$ cat config.mk
export PLATFORM = sky130hd
export DESIGN_NAME = sde_chord_root
export DESIGN_NICKNAME = d
export VERILOG_FILES = /design/src/sde_pkg.sv /design/src/sde_chord_root.sv
export SDC_FILE = /design/constraint.sdc
export NUM_CORES = 2
export LEC_CHECK = 0
export BUFFER_PORTS_ARGS = -buffer_cell sky130_fd_sc_hd__buf_2
export CAP_MARGIN = 25
export CELL_PAD_IN_SITES_DETAIL_PLACEMENT = 1
export CELL_PAD_IN_SITES_GLOBAL_PLACEMENT = 1
export CORE_MARGIN = 1
export CORE_UTILIZATION = 40
export DETAILED_ROUTE_END_ITERATION = 8
export PLACE_DENSITY = 0.69
export SLEW_MARGIN = 20
export SYNTH_ARGS = -nofsm -noshare
export SYNTH_HDL_FRONTEND = slang
export SYNTH_SLANG_ARGS = --single-unit
$ cat constraint.sdc
create_clock -name clk -period 7.7 [get_ports clk]
set_input_delay 0.77 -clock clk [delete_from_list [all_inputs] [get_ports clk]]
set_output_delay 0.77 -clock clk [all_outputs]
set_load 0.02 [all_outputs]
$ cat src/sde_pkg.sv
package sde_pkg;

	// default widths of the coordinate format
	localparam int COORD_BITS_DEF = 32;
	localparam int FRAC_BITS_DEF  = 16;

	// register index field of the configuration address
	localparam int REG_IDX_BITS = 3;

	localparam logic [REG_IDX_BITS-1:0] REG_SHAPE_MODE = 3'd0;
	localparam logic [REG_IDX_BITS-1:0] REG_CENTER_X   = 3'd1;
	localparam logic [REG_IDX_BITS-1:0] REG_CENTER_Y   = 3'd2;
	localparam logic [REG_IDX_BITS-1:0] REG_RADIUS     = 3'd3;
	localparam logic [REG_IDX_BITS-1:0] REG_SLOT_WIDTH = 3'd4;
	localparam logic [REG_IDX_BITS-1:0] REG_SLOT_DEPTH = 3'd5;

	// shape selector codes
	localparam logic [1:0] SHAPE_CIRCLE  = 2'd0;
	localparam logic [1:0] SHAPE_PLANE   = 2'd1;
	localparam logic [1:0] SHAPE_ZALESAK = 2'd2;

endpackage

$ cat src/sde_chord_root.sv
module sde_chord_root #(
	parameter int COORD_BITS = sde_pkg::COORD_BITS_DEF,
	parameter int FRAC_BITS  = sde_pkg::FRAC_BITS_DEF
) (
	input  logic                  clk,
	input  logic                  arst_n,
	input  logic                  start,
	input  logic [COORD_BITS-2:0] radius,
	input  logic [COORD_BITS-2:0] slot_width,
	output logic                  busy,
	output logic [COORD_BITS-2:0] root
);

	localparam int UB = COORD_BITS - 1;
	localparam int RB = 2 * UB;
	localparam int RW = UB + 3;
	localparam int CW = $clog2(UB);

	typedef enum logic [1:0] {
		IDLE,
		MUL,
		SUB,
		RUN
	} state_t;

	state_t         state_q;
	logic [RB-1:0]  rr_q;
	logic [RB-1:0]  ww_q;
	logic           lt_q;
	logic [RB-1:0]  rad_q;
	logic [RW-1:0]  rem_q;
	logic [UB-1:0]  root_q;
	logic [CW-1:0]  cnt_q;

	logic [UB-1:0]  hw;
	logic [RW-1:0]  r2;
	logic [RW-1:0]  tr;
	logic           ge;

	assign hw = {1'b0, slot_width[UB-1:1]};

	always_comb begin
		r2 = {rem_q[RW-3:0], rad_q[RB-1 -: 2]};
		tr = {1'b0, root_q, 2'b01};
		ge = (r2 >= tr);
	end

	always_ff @(posedge clk or negedge arst_n) begin
		if (!arst_n) begin
			state_q <= IDLE;
			rr_q    <= '0;
			ww_q    <= '0;
			lt_q    <= 1'b0;
			rad_q   <= '0;
			rem_q   <= '0;
			root_q  <= UB'(1) << FRAC_BITS;
			cnt_q   <= '0;
		end else if (start) begin
			// a new size write restarts the root from the fresh registers
			state_q <= MUL;
		end else begin
			unique case (state_q)
				IDLE: ;
				MUL: begin
					rr_q    <= RB'(radius) * RB'(radius);
					ww_q    <= RB'(hw) * RB'(hw);
					lt_q    <= (hw < radius);
					state_q <= SUB;
				end
				SUB: begin
					rad_q   <= lt_q ? (rr_q - ww_q) : '0;
					rem_q   <= '0;
					root_q  <= '0;
					cnt_q   <= '0;
					state_q <= RUN;
				end
				RUN: begin
					rem_q  <= ge ? (r2 - tr) : r2;
					root_q <= {root_q[UB-2:0], ge};
					rad_q  <= {rad_q[RB-3:0], 2'b00};
					cnt_q  <= cnt_q + CW'(1);
					if (cnt_q == CW'(UB - 1)) begin
						state_q <= IDLE;
					end
				end
				default: state_q <= IDLE;
			endcase
		end
	end

	assign busy = (state_q != IDLE);
	assign root = root_q;

endmodule

==> impl_metrics.tcl <==
set metrics [dict create \
    path_class "input port to flip-flop" \
    synth_warnings 0 \
    crit_arrival_ns 8.12 \
    grt-ovfl-total 0 \
    port-buffer-count 95 \
    row_count 151 \
    dpl-instance-area_um2 78740 \
    cp-start-kind "input port" \
    cts_buffers 29 \
    hp-class "input port to async pin" \
    routabilityCongestion 0.9122 \
    min_period_ns 7.696 \
    postRouteAntennaNets 0 \
    insertion_delay_ns 0.58 \
    post_drt_via_cell_ratio 5.055 \
    finalClockSkew_ns 0.01615 \
    track_usage 0.2518 \
    synth_edf_count 0 \
    clk_path_buf_depth 3 \
    cp_slowest_stage_delay_ns 0.59 \
    num_vias 54530 \
    async_reset_ff_frac 1.000 \
    clock.fmax_mhz 129.9 \
    synth_commonest_cells "inv_1, fa_1, nand2_1" \
    worstPathRequired_ns 8.12 \
    rsz0062_at_grt "true" \
    maxSlewViolCount 0 \
    tns_ns 0 \
    synth.most_common_cell "inv_1" \
    slew-limit-headroom 0.4065 \
    fin_nets 10640 \
    crit_slowest_cell "fa_1" \
    reg2reg_to "rem_q[1]$_DFFE_PN0P_" \
    hold_viol_final 0 \
    drive_above_1_share 0.1821 \
    synth_cell_types 93 \
    reg2reg_slack_ns 3.72 \
    synthCells 7638 \
    die_y_um 417.0 \
    clock_sinks 253 \
    setup_viol 0 \
    routedWlPerCell_um 20.14 \
    drt-initial-drc-count 2515 \
    die_w_um 417.0 \
    syn_area_um2 68880 \
    synthToLayoutAreaGrowth_pct 19.38 \
    start_util 0.4046 \
    post_synth.cell_area_avg_um2 9.018 \
    htreeDepth 1 \
    fp.dieArea_um2 173900 \
    cts_tree "yes" \
    endpoint_kind "flip-flop" \
    hpwl_um 187100 \
    worstReg2RegStart "rad_q[61]$_DFFE_PN0P_" \
    grt_antenna_before_repair 9 \
    maxCapViolations 0 \
    drt-pass1-iter-count 5 \
    synth_top_flop_cell "dfrtp_1" \
    synth_top_area_frac 0.4197 \
    critPathMostFrequentCell "fa_1" \
    grt_pass1_vias 63660 \
    drcViolationCount 0 \
    path_max_fanout 5 \
    fin_crit_sh 0.9994 \
    yosysTopAreaCell "fa_1" \
    yosys_register_bits 253 \
    grt_max_degree 114 \
    clockRootBuffer "clkbuf_16" \
    syn_nets 9805 \
    core-area_um2 170200 \
    startpoint "slot_width[4]" \
    final_area_um2 82230 \
    io-pin-count 97 \
    grt_first_pass_wirelength_um 344600 \
    status "completed" \
    worst_pin_slew_ns 0.8902 \
    drt-total-wl_um 217300 \
    clk_pin_slew_ns 0.06 \
    synthTopCellsByArea "fa_1, ha_1, inv_1, dfrtp_1, nand2_1" \
    cts_hold_buf 0 \
    ys_seq_area_frac 0.09193 \
    r2r_cells 14 \
]
-- stage by stage --
stage / setup WS [ns] / util / hold slack, ns / instances
4_1_cts: 0.0004494 / 0.4719 / 0.3180 / 10730
6_report: 0.004496 / 0.4831 / 0.2880 / 10790
3_3_place_gp: -0.8567 / 0.4625 / 0.4588 / 10650
2_1_floorplan: -0.03785 / - / 0.4412 / 7638
5_1_grt: -0.2071 / 0.4830 / 0.3462 / 10790
3_5_place_dp: -0.9708 / 0.4626 / 0.4724 / 10650
-- sequential cells by signal (all words and copies together), names as in the netlist --
name / cells
ww_q: 59
rad_q: 62
lt_q: 1
cnt_q: 5
rr_q: 61
state_q: 2
rem_q: 32
root: 31
-- cells in the final DEF (no fill, tap or decap), types with 57 or more instances in the layout --
master      n
ha_1      626
inv_1    1907
and2_1    231
xor2_1    110
xnor2_1   131
a21o_1    155
fa_1     1402
nand3_1    81
o21ai_0   278
nor2_1    278
a21oi_1   251
and3_1     63
nand2_1   744
buf_4     939
buf_2      57
dfrtp_1   251
-- what timing repair did --
item	in CTS	in global routing
gates resized for setup	124	344
gates cloned	1	5
hold endpoints to repair	0	0
endpoints found under the setup margin	33	40
pin swaps	47	175
setup buffers	27	47
-- how the worst max path moves through the flow --
stage / depth (start not counted) / slack [ns] / end
2_1_floorplan: 25 / -0.04 / rr_q[58]$_DFFE_PN0P_
6_report: 29 / 0.004 / ww_q[53]$_DFFE_PN0P_
5_1_grt: 28 / -0.21 / rr_q[58]$_DFFE_PN0P_
3_5_place_dp: 30 / -0.97 / rr_q[60]$_DFFE_PN0P_
3_3_place_gp: 30 / -0.86 / rr_q[60]$_DFFE_PN0P_
4_1_cts: 26 / 0.0004 / rr_q[58]$_DFFE_PN0P_
-- worst max-delay path, delay by kind of cell --
family / cells / cell delay [ns]
XOR/XNOR: 1 / 0.18
buffers and inverters: 8 / 0.51
AND/OR/NAND/NOR: 4 / 0.97
AO/OA/AOI/OAI: 7 / 1.35
adder cells (fa/ha/maj): 9 / 4.35
-- cells by family after synthesis --
logic type / share of synthesized area
adder cells (fa/ha/maj): 0.5392
multiplexers: 0.007847
buffers and inverters: 0.1258
AND/OR/NAND/NOR: 0.1123
flip-flops: 0.09193
XOR/XNOR: 0.03090
AO/OA/AOI/OAI: 0.09208
-- final cells by class --
type	count	area, um^2
Antenna cell	4	10.01
Clock buffer	46	869.6
Clock inverter	6	57.56
Fill cell	19610	87990
Inverter	1961	7470
Multi-Input combinational cell	5103	55370
Sequential cell	253	6334
Tap cell	2295	2872
Timing Repair Buffer	1120	9245
Timing Repair inverter	1	5.005
-- routing by layer --
metal / up-vias / global-route usage / part of all wire
li1: 24810 / - / -
met1: 28480 / 0.3100 / 0.41
met2: 876 / 0.4681 / 0.52
met3: 371 / 0.01654 / 0.028
met4: 0 / 0.07608 / 0.041
met5: - / 0 / 0
Power is left out: the tool's default activity adds up to more than one toggle a clock period on the data nets, which glitch-free logic cannot reach.
